--- src/hw/rtl/qkfs_pkg.sv ---
// qkfs_pkg: shared types, register indexes and constants for the quadrature
// knob frequency setter. No dependencies; imported by every qkfs module.

package qkfs_pkg;

	localparam int FREQ_W    = 24;
	localparam int DISP_W    = 17;
	localparam int DETENT_W  = 3;
	localparam int CFG_IDX_W = 2;

	// configuration register indexes
	localparam logic [CFG_IDX_W-1:0] REG_MIN_FREQUENCY     = 2'd0;
	localparam logic [CFG_IDX_W-1:0] REG_MAX_FREQUENCY     = 2'd1;
	localparam logic [CFG_IDX_W-1:0] REG_COUNTS_PER_DETENT = 2'd2;

	localparam logic [FREQ_W-1:0]   MIN_FREQ_RESET  = 24'd20;
	localparam logic [FREQ_W-1:0]   MAX_FREQ_RESET  = 24'd10000000;
	localparam logic [DETENT_W-1:0] DETENT_RESET    = 3'd4;
	localparam logic [FREQ_W-1:0]   SETTING_RESET   = 24'd20;
	localparam logic [FREQ_W-1:0]   KHZ_THRESHOLD   = 24'd99999;

	// floor(f / 1000) = (f * KHZ_RECIP) >> KHZ_SHIFT, exact for every 24-bit f
	localparam int                  KHZ_SHIFT = 34;
	localparam logic [24:0]         KHZ_RECIP = 25'd17179870;

	typedef struct packed {
		logic pin_a;
		logic pin_b;
	} in_item_t;

	typedef struct packed {
		logic [FREQ_W-1:0] frequency;
		logic              changed;
		logic [DISP_W-1:0] display_number;
		logic              display_khz;
	} out_item_t;

	typedef struct packed {
		logic [FREQ_W-1:0]   min_frequency;
		logic [FREQ_W-1:0]   max_frequency;
		logic [DETENT_W-1:0] counts_per_detent;
	} cfg_t;

	// knob step size for the decade the setting is in
	function automatic logic [16:0] step_size(input logic [FREQ_W-1:0] f);
		logic [16:0] s;
		if (f < 24'd100)          s = 17'd1;
		else if (f < 24'd1000)    s = 17'd10;
		else if (f < 24'd10000)   s = 17'd100;
		else if (f < 24'd100000)  s = 17'd1000;
		else if (f < 24'd1000000) s = 17'd10000;
		else                      s = 17'd100000;
		return s;
	endfunction

endpackage

--- src/hw/rtl/qkfs_knob.sv ---
// qkfs_knob: x4 quadrature edge counting, detent detection and clamped
// frequency stepping; holds the knob state. Depends on qkfs_pkg.

module qkfs_knob (
	input  logic                          clk,
	input  logic                          arst_n,
	input  logic                          take,
	input  qkfs_pkg::in_item_t            item,
	input  qkfs_pkg::cfg_t                cfg,
	output logic [qkfs_pkg::FREQ_W-1:0]   freq_s1,
	output logic                          changed_s1
);
	import qkfs_pkg::*;

	logic [1:0]              prev_q;
	logic signed [3:0]       count_q;
	logic [FREQ_W-1:0]       setting_q;
	logic [FREQ_W-1:0]       last_q;

	logic [1:0]              lvl;
	logic [1:0]              rise;
	logic [1:0]              fall;
	logic signed [2:0]       delta;
	logic signed [4:0]       count_sum;
	logic signed [4:0]       count_sat;
	logic signed [4:0]       thr;
	logic                    step_up;
	logic                    step_down;
	logic signed [25:0]      sum;
	logic signed [25:0]      step;
	logic [FREQ_W-1:0]       setting_next;
	logic [3:0]              count_next;

	assign lvl  = {item.pin_b, item.pin_a};
	assign rise = ~prev_q & lvl;
	assign fall = prev_q & ~lvl;

	always_comb begin
		delta = 3'sd0;
		if (rise[0]) delta = delta + (lvl[1] ? -3'sd1 : 3'sd1);
		if (fall[0]) delta = delta + (lvl[1] ? 3'sd1 : -3'sd1);
		if (rise[1]) delta = delta + (lvl[0] ? 3'sd1 : -3'sd1);
		if (fall[1]) delta = delta + (lvl[0] ? -3'sd1 : 3'sd1);
	end

	assign count_sum = {count_q[3], count_q} + {{2{delta[2]}}, delta};

	always_comb begin
		if (count_sum > 5'sd7)       count_sat = 5'sd7;
		else if (count_sum < -5'sd8) count_sat = -5'sd8;
		else                         count_sat = count_sum;
	end

	// a zero detent size counts as one
	assign thr = (cfg.counts_per_detent == '0) ? 5'sd1 :
		$signed({2'b00, cfg.counts_per_detent});
	assign step_up   = count_sat >= thr;
	assign step_down = !step_up && (count_sat <= -thr);

	assign count_next = (step_up || step_down) ? 4'd0 : count_sat[3:0];

	assign step = $signed({9'd0, step_size(setting_q)});
	assign sum  = $signed({2'b00, setting_q}) + (step_up ? step : -step);

	// minimum is tested before maximum
	always_comb begin
		if (!(step_up || step_down))
			setting_next = setting_q;
		else if (sum < $signed({2'b00, cfg.min_frequency}))
			setting_next = cfg.min_frequency;
		else if (sum > $signed({2'b00, cfg.max_frequency}))
			setting_next = cfg.max_frequency;
		else
			setting_next = sum[FREQ_W-1:0];
	end

	always_ff @(posedge clk or negedge arst_n) begin
		if (!arst_n) begin
			prev_q    <= '0;
			count_q   <= '0;
			setting_q <= SETTING_RESET;
			last_q    <= '0;
		end else if (take) begin
			prev_q    <= lvl;
			count_q   <= count_next;
			setting_q <= setting_next;
			last_q    <= setting_next;
		end
	end

	always_ff @(posedge clk) begin
		if (take) begin
			freq_s1    <= setting_next;
			changed_s1 <= last_q != setting_next;
		end
	end

endmodule

--- src/hw/rtl/qkfs_display.sv ---
// qkfs_display: output stage forming the display number (hertz or kilohertz)
// and holding the result register. Depends on qkfs_pkg.

module qkfs_display (
	input  logic                          clk,
	input  logic                          load,
	input  logic [qkfs_pkg::FREQ_W-1:0]   freq_s1,
	input  logic                          changed_s1,
	output qkfs_pkg::out_item_t           result_q
);
	import qkfs_pkg::*;

	logic [48:0]       prod;
	logic [14:0]       khz_value;
	logic              is_khz;

	assign prod      = {25'd0, freq_s1} * {24'd0, KHZ_RECIP};
	assign khz_value = prod[KHZ_SHIFT +: 15];
	assign is_khz    = freq_s1 > KHZ_THRESHOLD;

	always_ff @(posedge clk) begin
		if (load) begin
			result_q.frequency      <= freq_s1;
			result_q.changed        <= changed_s1;
			result_q.display_number <= is_khz ? {2'b00, khz_value} : freq_s1[DISP_W-1:0];
			result_q.display_khz    <= is_khz;
		end
	end

endmodule

--- src/hw/rtl/quadrature_knob_frequency_setter.sv ---
// quadrature_knob_frequency_setter: top level with configuration registers
// and pipeline handshake. Depends on qkfs_pkg, qkfs_knob and qkfs_display.

// The block takes one sampled pair of encoder levels per transaction and
// returns exactly one result transaction for it: the frequency setting, a
// changed flag and a display number with a kilohertz flag. It accepts a new
// transaction every clock cycle while in_ready is high; a result passes from the
// knob update stage to the display stage with the divide-by-1000 reciprocal
// multiply, and out_valid rises when the display stage loads. in_ready only
// drops when both stages hold results and the output is stalled.
// Configuration writes take effect at once and are meant to happen while the
// block is idle.

module quadrature_knob_frequency_setter (
	input  logic                            clk,
	input  logic                            arst_n,
	input  logic                            in_valid,
	output logic                            in_ready,
	input  qkfs_pkg::in_item_t              in_data,
	output logic                            out_valid,
	input  logic                            out_ready,
	output qkfs_pkg::out_item_t             out_data,
	input  logic                            cfg_we,
	input  logic [qkfs_pkg::CFG_IDX_W-1:0]  cfg_index,
	input  logic [qkfs_pkg::FREQ_W-1:0]     cfg_data
);
	import qkfs_pkg::*;

	cfg_t                cfg_q;
	logic                valid_s1;
	logic                out_valid_q;
	logic                take;
	logic                advance;
	logic                out_free;
	logic [FREQ_W-1:0]   freq_s1;
	logic                changed_s1;

	// configuration registers, no read-back
	always_ff @(posedge clk or negedge arst_n) begin
		if (!arst_n) begin
			cfg_q.min_frequency     <= MIN_FREQ_RESET;
			cfg_q.max_frequency     <= MAX_FREQ_RESET;
			cfg_q.counts_per_detent <= DETENT_RESET;
		end else if (cfg_we) begin
			case (cfg_index)
				REG_MIN_FREQUENCY:     cfg_q.min_frequency     <= cfg_data;
				REG_MAX_FREQUENCY:     cfg_q.max_frequency     <= cfg_data;
				REG_COUNTS_PER_DETENT: cfg_q.counts_per_detent <= cfg_data[DETENT_W-1:0];
				default: ;
			endcase
		end
	end

	// pipeline control: output register frees when empty or being taken
	assign out_free = !out_valid_q || out_ready;
	assign advance  = valid_s1 && out_free;
	assign in_ready = !valid_s1 || out_free;
	assign take     = in_valid && in_ready;

	always_ff @(posedge clk or negedge arst_n) begin
		if (!arst_n) begin
			valid_s1    <= 1'b0;
			out_valid_q <= 1'b0;
		end else begin
			if (take)          valid_s1 <= 1'b1;
			else if (advance)  valid_s1 <= 1'b0;
			if (advance)       out_valid_q <= 1'b1;
			else if (out_ready) out_valid_q <= 1'b0;
		end
	end

	// knob state update at acceptance
	qkfs_knob u_knob (
		.clk        (clk),
		.arst_n     (arst_n),
		.take       (take),
		.item       (in_data),
		.cfg        (cfg_q),
		.freq_s1    (freq_s1),
		.changed_s1 (changed_s1)
	);

	// display formatting into the result register
	qkfs_display u_display (
		.clk        (clk),
		.load       (advance),
		.freq_s1    (freq_s1),
		.changed_s1 (changed_s1),
		.result_q   (out_data)
	);

	assign out_valid = out_valid_q;

	// back-pressure only when both stages are full and the output stalls
	assert property (@(posedge clk) disable iff (!arst_n)
		!in_ready |-> (valid_s1 && out_valid_q && !out_ready))
		else $error("in_ready low without a full stalled pipeline");

	// kilohertz flag agrees with the frequency it describes
	assert property (@(posedge clk) disable iff (!arst_n)
		out_valid |-> (out_data.display_khz == (out_data.frequency > KHZ_THRESHOLD)))
		else $error("display_khz inconsistent with frequency");

	// display number always fits five digits
	assert property (@(posedge clk) disable iff (!arst_n)
		out_valid |-> (out_data.display_number <= KHZ_THRESHOLD[DISP_W-1:0]))
		else $error("display_number out of range");

	// a result taken while the knob stage is empty leaves the output empty
	assert property (@(posedge clk) disable iff (!arst_n)
		(out_valid && out_ready && !valid_s1) |=> !out_valid)
		else $error("result repeated after transaction");

endmodule
--- config.mk ---
export PLATFORM = sky130hd
export DESIGN_NAME = quadrature_knob_frequency_setter
export DESIGN_NICKNAME = d
export VERILOG_FILES = /design/src/hw/rtl/qkfs_pkg.sv /design/src/hw/rtl/qkfs_knob.sv /design/src/hw/rtl/qkfs_display.sv /design/src/hw/rtl/quadrature_knob_frequency_setter.sv
export SDC_FILE = /design/constraint.sdc
export NUM_CORES = 1
export LEC_CHECK = 0
export BUFFER_PORTS_ARGS = -buffer_cell sky130_fd_sc_hd__buf_2
export CORE_AREA = 10 10 160 310
export CTS_CLUSTER_DIAMETER = 60
export DETAILED_ROUTE_END_ITERATION = 7
export DIE_AREA = 0 0 170 320
export GPL_TIMING_DRIVEN = 1
export MAX_ROUTING_LAYER = met4
export PLACE_DENSITY = 0.68
export SKIP_LAST_GASP = 1
export SYNTH_ARGS = -nofsm -noshare
export SYNTH_HDL_FRONTEND = slang
export SYNTH_HIERARCHICAL = 1
export SYNTH_SLANG_ARGS = --single-unit
--- constraint.sdc ---
create_clock -name clk -period 17.1 [get_ports clk]
set_input_delay 1.71 -clock clk [delete_from_list [all_inputs] [get_ports clk]]
set_output_delay 1.71 -clock clk [all_outputs]
set_load 0.1 [all_outputs]
# Word-level counts from Yosys, hierarchy flattened
# Cells that the tools add are included.
# op_classes
n_addsub	7
mul	1
magnitude_cmp	12
eq_ne	3
n_mux	26
n_bitwise	4
n_reduce_logical	16
# ops
cell	count
17-bit 2-to-1 mux	5
24-bit 2-to-1 mux	3
24-bit by 24-bit multiplier with 48-bit output (second input constant)	1
3-bit 2-to-1 mux	9
25-bit by 26-bit adder with 26-bit output	1
26-bit by 25-bit greater-than comparator with 1-bit output	1
26-bit by 25-bit < comparator with 1-bit output	1
26-bit 2-to-1 mux	1
17-bit negator with 26-bit output	1
24-bit by 17-bit greater-than comparator with 1-bit output (second input constant)	1
24-bit by 10-bit < comparator with 1-bit output (second input constant)	1
24-bit by 14-bit < comparator with 1-bit output (second input constant)	1
24-bit by 17-bit < comparator with 1-bit output (second input constant)	1
24-bit by 20-bit < comparator with 1-bit output (second input constant)	1
24-bit by 7-bit < comparator with 1-bit output (second input constant)	1
24-bit inequality test	1
15-bit 2-to-1 mux	1
5-bit 2-to-1 mux	2
3-bit adder	3
2-bit AND reduction	3
4-bit by 3-bit adder with 5-bit output	1
5-bit greater-or-equal comparator	1
5-bit by 4-bit greater-than comparator with 1-bit output (second input constant)	1
5-bit less-or-equal comparator	1
14 further kinds	26
# word_totals
reg_bits	175
inputBits	33
output_inout_bits	45

# Longest topological paths before layout
# Gate-level depths: netlist (run 1).
# logic_depth
ltp_word	21
depth_mapped	51
mapped_depth_nobuf	46

# By module
# Netlist (run 1), hierarchy kept.
# by_module_without_submodules
mod	instances	cells_each	area_per_inst_um2
qkfs_display	1	1075	10825.4
qkfs_knob	1	873	6971.7
quadrature_knob_frequency_setter	1	117	2020.7

# Worst setup path before layout (run 1)
# OpenSTA, ideal clock, no wires.
# synth_path
path_kind	input to register
from	input port in_data[1] (netlist bit)
to	register u_knob.changed_s1, data pin
setup_ps	271
arrival_ps	10813
setup_slack_ps	6017
stages	48
n_path_buf	4
path_cell_list	clkbuf_1 inv_1 ha_1 xnor2_1 nor2_1 xnor2_1 nand2_1 nand2_1 fa_1 nor2_1 a31oi_1 inv_1 fa_1 clkbuf_1 nor3_1 o21ai_0 o221a_2 a21o_1 [12 not listed] a211oi_2 o21bai_1 a211o_1 o311ai_0 ha_1 nor2_1 nor3b_1 nor3_1 o211ai_1 o31a_1 nor3_4 buf_6 mux2i_1 o21ai_1 o21a_1 a2111o_1 nor4_1 o211ai_1
# synth_via
elab_chain_len	20
word_cells_on_any_way	30
classes_between	5 x add/sub; 6 x order compare; 1 x eq/ne; 12 x mux; 3 x bitwise; 3 x reduce/logical
# synth_lines
item	line_no	rtl
start, declared	quadrature_knob_frequency_setter.sv:19	input qkfs_pkg::in_item_t in_data,
2-bit bitwise AND	qkfs_knob.sv:35	assign rise = ~prev_q & lvl;
3-bit 2-to-1 mux	qkfs_knob.sv:40	if (rise[0]) delta = delta + (lvl[1] ? -3'sd1 : 3'sd1);
3-bit adder	qkfs_knob.sv:41	if (fall[0]) delta = delta + (lvl[1] ? 3'sd1 : -3'sd1);
3-bit 2-to-1 mux	qkfs_knob.sv:41	
3-bit adder	qkfs_knob.sv:42	if (rise[1]) delta = delta + (lvl[0] ? 3'sd1 : -3'sd1);
3-bit 2-to-1 mux	qkfs_knob.sv:42	
3-bit adder	qkfs_knob.sv:43	if (fall[1]) delta = delta + (lvl[0] ? -3'sd1 : 3'sd1);
3-bit 2-to-1 mux (*)	qkfs_knob.sv:43	
[4 not listed]	-	
5-bit greater-or-equal comparator	qkfs_knob.sv:57	assign step_up = count_sat >= thr;
26-bit 2-to-1 mux	qkfs_knob.sv:63	assign sum = $signed({2'b00, setting_q}) + (step_up ? step : -step);
25-bit by 26-bit adder with 26-bit output	qkfs_knob.sv:63	
26-bit by 25-bit greater-than comparator with 1-bit output	qkfs_knob.sv:71	else if (sum > $signed({2'b00, cfg.max_frequency}))
24-bit 2-to-1 mux	qkfs_knob.sv:71	
24-bit 2-to-1 mux	qkfs_knob.sv:69	else if (sum < $signed({2'b00, cfg.min_frequency}))
24-bit 2-to-1 mux (*)	qkfs_knob.sv:67	if (!(step_up || step_down))
24-bit inequality test (*)	qkfs_knob.sv:94	changed_s1 <= last_q != setting_next;
end signal, assigned	qkfs_knob.sv:94	
end, declared	qkfs_knob.sv:11	output logic changed_s1
# Mark *: on every way between the ends. The rest lies on a longest branch, timed or not.
# A chain may end at the register's enable or synchronous reset.

# Worst setup path after layout (run 1)
# Ends and elaborated chain as after synthesis.

==> results of run 1 <==
==> path summary, 6_finish.rpt <==
check	depth (start not counted)	endpoint	slack [ns]
min in group asynchronous	1	out_valid	1.22
setup / recovery	48	u_knob/changed_s1	4.09
hold / removal	1	out_valid	0.49
setup reg to reg	46	u_knob/changed_s1	5.22
hold reg to reg	1	out_valid	0.49
max in group asynchronous	2	u_knob/setting_q[9]	14.79
==> placed cells by master (no fill, tap or decap), types with 18 or more instances in the layout <==
| master | count |
|---|---|
| a21o_1 | 29 |
| a21oi_1 | 98 |
| buf_2 | 76 |
| buf_4 | 25 |
| dfrtp_1 | 72 |
| edfxtp_1 | 68 |
| fa_1 | 178 |
| ha_1 | 352 |
| inv_1 | 478 |
| mux2_2 | 64 |
| mux2i_1 | 19 |
| nand2_1 | 118 |
| nand3_1 | 24 |
| nand4_1 | 24 |
| nor2_1 | 57 |
| nor3_1 | 18 |
| o211ai_1 | 19 |
| o21ai_0 | 82 |
| xnor2_1 | 33 |
==> sequential cells by signal (all words and copies together), names as in the netlist <==
| signal | flops |
|---|---|
| cfg_q | 51 |
| out_valid | 1 |
| u_display/result_q | 43 |
| u_knob/changed_s1 | 1 |
| u_knob/count_q | 4 |
| u_knob/freq_s1 | 24 |
| u_knob/last_q | 2 |
| u_knob/prev_q | 2 |
| u_knob/setting_q | 24 |
| valid_s1 | 1 |
==> metal layers <==
layer,vias to the layer above,part of all wire (%),wire (µm)
li1,7114,-,-
met1,7624,31,19500
met2,566,55,34200
met3,250,4.4,2720
met4,0,9.2,5690
met5,-,0,0
==> cell families (layout without fill, tap and decap cells) <==
logic type | after synthesis | after routing | share of synthesized area, %
buffers and inverters | 522 | 611 | 10.1
AO/OA/AOI/OAI | 381 | 381 | 12.7
adder cells (fa/ha/maj) | 530 | 530 | 40.2
multiplexers | 88 | 88 | 4.93
AND/OR/NAND/NOR | 344 | 344 | 8.93
flip-flops | 153 | 153 | 21.1
XOR/XNOR | 46 | 46 | 2.03
other | 1 | 3 | 0.0189
==> layout make-up <==
cell class	count	area, µm²
fill	4146	22800
multi-input combinational	1390	13700
sequential	153	4190
inverter	478	1790
tap	555	694
timing repair buffer	101	568
clock buffer	17	425
clock inverter	15	148
antenna	2	5.00
==> critical path, delay by kind of cell <==
kind	cells	cell delay, ns
xor+xnor	4	0.68
mux	2	0.62
buf+inv	5	1.38
compound gates	18	4.30
simple gates	13	2.37
fa+ha+maj	6	2.09
==> synthesized netlist by cell type, types with 24 or more instances <==
library cell | instances | share of area, %
fa_1 | 178 | 18
o21ai_0 | 82 | 2.1
nand2_1 | 118 | 2.2
ha_1 | 352 | 22
xnor2_1 | 33 | 1.5
clkbuf_1 | 29 | 0.55
dfrtp_1 | 72 | 9.1
a21oi_1 | 98 | 2.5
a21o_1 | 29 | 1.1
mux2_2 | 64 | 3.6
nand4_1 | 24 | 0.76
edfxtp_1 | 68 | 10
inv_1 | 478 | 9.1
nor2_1 | 57 | 1.1
nand3_1 | 24 | 0.61
==> stage by stage <==
step	area, µm²	util (%)	setup slack (ns)	std cells
floorplan	19800	-	6.02	2065
global placement	20900	47.2	4.10	2677
detailed placement	20900	47.2	3.84	2677
CTS	21500	48.5	4.31	2709
global route	21500	48.5	3.44	2710
finish	21500	48.5	4.09	2711
==> qor.yml, run 1 <==
top_usage_layer: "met2"
drt-initial-drc-count: 898
critPathMaxStageDelay_ns: 0.60
finalWirelength_um: 62100
start_util_pct: 44.7
crit_slowest_cell: "a211oi_2"
area_delta_synth_final_pct: 8.44
core_mm2: 0.0443
firstDrtPassIters: 5
yosysWarnings: 6
rsz0062_at_grt: "false"
numCtsBuffers: 17
relSlewSlack_pct: 29.3
ant_nets: 0
clock-sinks: 153
cts-root-buf: "clkbuf_16"
clk_pin_slew_ns: 0.08
routedWlPerCell_um: 22.9
drv_slew: 0
cp-end-kind: "flip-flop"
synthFlopType: "dfrtp_1"
finalCriticalPeriod_ns: 13.01
status: "completed"
max_freq_mhz: 76.9
post_cts_resized: 0
cap_violations: 0
synth.cell_area_mm2: 0.0198
vias: 15554
row_count: 109
cp.required_ns: 17.30
setup_tns_ns: 0
antenna_found_initial: 1
use_met1_pct: 20.6
synth-edff-count: 68
cts.path.max_buffers: 2
skew_ns: 0.0155
htree_levels: 4
post_cts_buffers: 0
die_w_um: 170
hold_buffers: 0
startpoint: "in_data[1]"
synth_nets: 2628
hold_viol_final: 0
synth_cell_types: 92
nets: 2704
grt_pass1_wl_um: 95300
start_kind: "primary input"
syn_inst: 2065
whs_ns: 0.489
dp_hpwl_um: 50300
setup_viol_count_final: 0
drive_above_1_share_pct: 11.4
synth_seq_cells: 153
cts_tree: "built"
via_per_inst: 5.74
critPathMostFrequentCell: "ha_1"
grtUsageTotal_pct: 24.0
die_area_mm2: 0.0544
hold_path_class: "flip-flop to flip-flop"
clk-insertion-delay-late_ns: 0.46
die_h_um: 320
grt_max_degree: 53
tightestPinTransition_ns: 1.06
use_met2_pct: 45.0
grt_pass1_vias: 17013
synthArstFlopShare_pct: 55.6
io_pins: 78
ys_seq_area_share_pct: 21.1
post-route-period-util_pct: 76.1
drc: 0
cp_max_fo: 22
gr-total-overflow: 0
min_from: "valid_s1"
cp_data_arrival_time_ns: 13.20
place.port_buffers: 77
use_met3_pct: 3.32
critical_path_class: "primary input to flip-flop"
routabilityCongestion: 1.04
avgSynthCellArea_um2: 9.60
timing.rr.start: "u_knob/prev_q[0]"
Power of run 1 is not shown: default switching activity piles up to over one toggle a cycle in this logic, so the estimate is an artifact.
==> run 2: changes to the inputs <==
Clock period 17.1 ns to 12.95 ns, I/O delays scaled along.
==> run 2 against run 1 <==
Sequential share of layout area fell by 0.053 points. Critical path depth decreased by 1. Flip-flop and latch count is the same. Critical endpoint unchanged. Final cell count grew 0.22%. Register-to-register slack worse by 3.5 ns.
==> qor.yml, run 2 (synthesis gave the netlist of run 1 again) <==
status: "completed"
place.port_buffers: 77  # unchanged
top_layer_used: "met4"
setup_tns_ns: 0  # unchanged
core_mm2: 0.0443  # unchanged
dp_slack_ns: 0.682  # -3.16 ns
critPathBufInv: 4  # -1
reg2reg_depth: 45  # -2.2%
grt_pass1_wl_um: 94500  # -0.85%
worstHoldEndpoint: "out_valid"
finalWirelength_um: 61400  # -1.1%
cp_data_arrival_time_ns: 12.07  # -1.13 ns
area_delta_synth_final_pct: 8.74
max_freq_mhz: 84.3
critPathMostFrequentCell: "ha_1"
critical_path_class: "primary input to flip-flop"
grtUsageTotal_pct: 23.7  # -0.22 points
dp_hpwl_um: 50300  # about the same
via_per_inst: 5.76  # +0.37%
wl_met2_um: 33800  # -1.2%
row_count: 109  # unchanged
drv_slew: 0  # unchanged
hold_viol_final: 0  # unchanged
cts.path.max_buffers: 2  # unchanged
grt_max_degree: 68  # +28%
crit_slowest_cell: "or3_1"
layout_commonest_cell: "inv_1"
post_cts_resized: 0  # unchanged
n_antenna_cell: 0  # -2
layout_common_cells: "inv_1, ha_1, fa_1, nand2_1, a21oi_1"
cp.required_ns: 13.15  # -4.15 ns
start_util_pct: 44.7  # unchanged
routabilityCongestion: 1.07  # +3.0%
tightestPinTransition_ns: 1.08  # +0.0194 ns
cp_max_fo: 12  # -45%
hold_depth: 1  # unchanged
ff_latch_area_mm2: 0.00419  # unchanged
rsz0062_at_grt: "false"
critPathTopFamily: "compound AO/OA/AOI/OAI gates"
die_h_um: 320  # unchanged
clk_pin_slew_ns: 0.07  # about the same
min_from: "valid_s1"
timing.rr.start: "u_knob/prev_q[0]"
gr-total-overflow: 0  # unchanged
die_w_um: 170  # unchanged
hold_path_class: "flip-flop to flip-flop"
htree_levels: 4  # unchanged
skew_ns: 0.0186  # +0.00310 ns
worst_slack_ns: 1.08  # -3.01 ns
die_area_mm2: 0.0544  # unchanged
clock-sinks: 153  # unchanged
io_pins: 78  # unchanged
critPathMaxStageDelay_ns: 0.52  # -0.08 ns
reg_top3: "cfg_q: 51 flops, u_display/result_q: 43 flops"
regMostFlops: "cfg_q"
hold_buffers: 0  # unchanged
drt-initial-drc-count: 758  # -16%
drive_above_1_share_pct: 11.7  # +0.24 points
ant_nets: 0  # unchanged
drc: 0  # unchanged
cap_violations: 0  # unchanged
reg2reg_slack_ns: 1.76  # -3.46 ns
wl_met1_um: 19200  # -1.7%
cts-root-buf: "clkbuf_16"
clk-insertion-delay-late_ns: 0.47  # about the same
routedWlPerCell_um: 22.6  # -1.3%
finalCriticalPeriod_ns: 11.87
grt_pass1_vias: 16947  # -0.39%
post_cts_buffers: 0  # unchanged
cp-end-kind: "flip-flop"
antenna_found_initial: 0  # -1
relSlewSlack_pct: 28.0  # -1.3 points
post-route-period-util_pct: 91.6
reg2reg_to: "u_knob/changed_s1"
nets: 2712  # +0.30%
start_kind: "primary input"
largest_reg_flops: 51  # unchanged
cts_tree: "built"
setup_viol_count_final: 0  # unchanged
nFillCells: 4159  # +0.31%
vias: 15646  # +0.59%
multi_input_area_mm2: 0.0137  # unchanged
numCtsBuffers: 17  # unchanged
firstDrtPassIters: 6  # +1
wl_met3_um: 2550  # -6.0%
run 2: cell types whose count changed in the layout (fill, tap and decap cells not counted), sizes merged:
cell	previous run	this run
clkinv	2	5
clkinvlp	1	2
diode	2	0
bufinv	0	1
inv	490	485
buf	101	109
run 2: cell type report:
type / instances / area share, %
Clock buffer: 17 / 1.97
Clock inverter: 15 / 0.644
Inverter: 478 / 8.33
Multi-Input combinational cell: 1390 / 63.4
Sequential cell: 153 / 19.4
Tap cell: 555 / 3.22
Timing Repair Buffer: 109 / 2.97
run 2: how the worst max path moves through the flow:
stage,startpoint,end,slack (ns),depth (start not counted)
after floorplan,in_data[1],u_knob/changed_s1,2.28,48
after global placement,in_data[1],u_knob/changed_s1,0.87,46
after detailed placement,in_data[1],u_knob/changed_s1,0.68,46
after CTS,in_data[1],u_knob/changed_s1,1.13,46
after global routing,in_data[1],u_knob/changed_s1,0.34,48
final,in_data[1],u_knob/changed_s1,1.08,47
run 2: through the flow:
stage	cells	util [%]	cell area, µm²	hold WS [ns]
after global routing	2717	48.6	21500	0.519
after global placement	2685	47.3	21000	0.461
after detailed placement	2685	47.3	21000	0.473
final	2717	48.6	21500	0.486
after floorplan	2065	-	19800	0.400
after CTS	2717	48.6	21500	0.489
run 2: routing by layer:
layer	global-route usage, %	vias up
met3	3.09	256
met2	44.0	540
met5	-	-
li1	-	7135
met4	20.2	0
met1	20.3	7715
Power of run 2 is left out for the same reason.
==> run 3: changes to the inputs <==
Settings changed: BUFFER_PORTS_ARGS -buffer_cell sky130_fd_sc_hd__buf_2 to -buffer_cell sky130_fd_sc_hd__buf_4, GPL_TIMING_DRIVEN 1 to default.
==> run 3 against run 2 <==
Die area stayed put. Register-to-register slack worse by 0.20 ns. Sequential share of layout area is 0.16 points lower. Largest cell class unchanged.
==> qor.yml, run 3 (synthesis gave the netlist of run 1 again) <==
status: "completed"
gr-total-overflow: 0  # unchanged
critical_path_class: "primary input to flip-flop"
dp_hpwl_um: 51000  # +1.3%
grt_max_degree: 51  # -25%
post_cts_resized: 0  # unchanged
grt_pass1_wl_um: 95000  # +0.51%
rsz0062_at_grt: "false"
critPathTopFamily: "compound AO/OA/AOI/OAI gates"
n_antenna_cell: 0  # unchanged
drt-initial-drc-count: 724  # -4.5%
die_area_mm2: 0.0544  # unchanged
nets: 2710  # -0.074%
setup_tns_ns: 0  # unchanged
via_per_inst: 5.70  # -0.98%
clock-sinks: 153  # unchanged
cp-end-kind: "flip-flop"
nFillCells: 4151  # -0.19%
core_mm2: 0.0443  # unchanged
layout_common_cells: "inv_1, ha_1, fa_1, nand2_1, buf_4"
finalCriticalPeriod_ns: 12.00  # +0.136 ns
cts-root-buf: "clkbuf_16"
clk_pin_slew_ns: 0.07  # about the same
cp_max_fo: 10  # -2
clk-insertion-delay-late_ns: 0.47  # about the same
drc: 0  # unchanged
vias: 15482  # -1.0%
dp.cells: 2683  # -0.074%
reg_top3: "cfg_q: 51 flops, u_display/result_q: 43 flops"
tightestPinTransition_ns: 1.10  # +0.0220 ns
layout_commonest_cell: "inv_1"
critPathMaxStageDelay_ns: 0.88  # +0.36 ns
drv_slew: 0  # unchanged
numCtsBuffers: 17  # unchanged
place.port_buffers: 77  # unchanged
cts_tree: "built"
largest_reg_flops: 51  # unchanged
antenna_found_initial: 0  # unchanged
start_kind: "primary input"
routedWlPerCell_um: 22.8  # +0.82%
whs_ns: 0.483  # -0.00298 ns
finalInstanceArea_mm2: 0.0217  # +0.81%
regMostFlops: "cfg_q"
relSlewSlack_pct: 26.6  # -1.5 points
row_count: 109  # unchanged
cp_data_arrival_time_ns: 12.21  # +0.14 ns
drive_above_1_share_pct: 11.6  # -0.036 points
post_cts_buffers: 0  # unchanged
routabilityCongestion: 1.03  # -3.7%
grt_pass1_vias: 16974  # +0.16%
critPathBufInv: 4  # unchanged
firstDrtPassIters: 6  # unchanged
hold_path_class: "flip-flop to flip-flop"
area_delta_synth_final_pct: 9.62
multi_input_area_mm2: 0.0137  # unchanged
hold_buffers: 0  # unchanged
skew_ns: 0.0114  # -0.00715 ns
cap_violations: 0  # unchanged
ff_latch_area_mm2: 0.00419  # unchanged
finalWirelength_um: 61900  # +0.74%
placed_area_mm2: 0.0212  # +0.83%
ant_nets: 0  # unchanged
start_util_pct: 44.7  # unchanged
die_h_um: 320  # unchanged
hold_viol_final: 0  # unchanged
htree_levels: 4  # unchanged
crit_slowest_cell: "o311ai_0"
cts.path.max_buffers: 2  # unchanged
die_w_um: 170  # unchanged
reg2reg_slack_ns: 1.56  # -0.20 ns
setup_viol_count_final: 0  # unchanged
io_pins: 78  # unchanged
post-route-period-util_pct: 92.7  # +1.1 points
cp.required_ns: 13.16  # about the same
max_freq_mhz: 83.3  # -1.1%
fin_cells: 2715  # -0.074%
grtUsageTotal_pct: 23.9  # +0.19 points
[run 3: changes by cell type in the layout (fill, tap and decap cells not counted), sizes merged]
cell	previous run	this run
buf	109	107
inv	485	486
clkbuf	17	18
clkinv	5	3
[run 3: worst paths after layout]
kind / startpoint / end / cells past startpoint
max: in_data[1] / u_knob/changed_s1 / 46
min: valid_s1 / out_valid / 1
max reg2reg: u_knob/prev_q[0] / u_knob/changed_s1 / 44
min reg2reg: valid_s1 / out_valid / 1
max in group asynchronous: arst_n / u_knob/setting_q[9] / 2
min in group asynchronous: arst_n / cfg_q[25] / 1
[run 3: final cells by class]
| class | instances | share of cell area [%] |
|---|---|---|
| Inverter | 478 | 8.26 |
| Tap cell | 555 | 3.20 |
| Clock buffer | 18 | 1.98 |
| Clock inverter | 14 | 0.622 |
| Sequential cell | 153 | 19.3 |
| Timing Repair Buffer | 107 | 3.76 |
| Multi-Input combinational cell | 1390 | 62.9 |
[run 3: metal layers]
layer / GRT usage, % / up-vias / routed length (µm)
li1: - / 7155 / -
met1: 20.3 / 7545 / 19200
met2: 44.7 / 514 / 34300
met3: 2.90 / 268 / 2310
met4: 20.6 / 0 / 6060
met5: - / - / 0
[run 3: metrics by stage]
stage          setup slack, ns  utilization [%]
6_report                 0.947             49.0
5_1_grt                  0.321             49.0
4_1_cts                   1.14             49.0
3_5_place_dp             0.696             47.7
3_3_place_gp             0.845             47.7
2_1_floorplan             2.28                -
Power of run 3 is left out for the same reason.
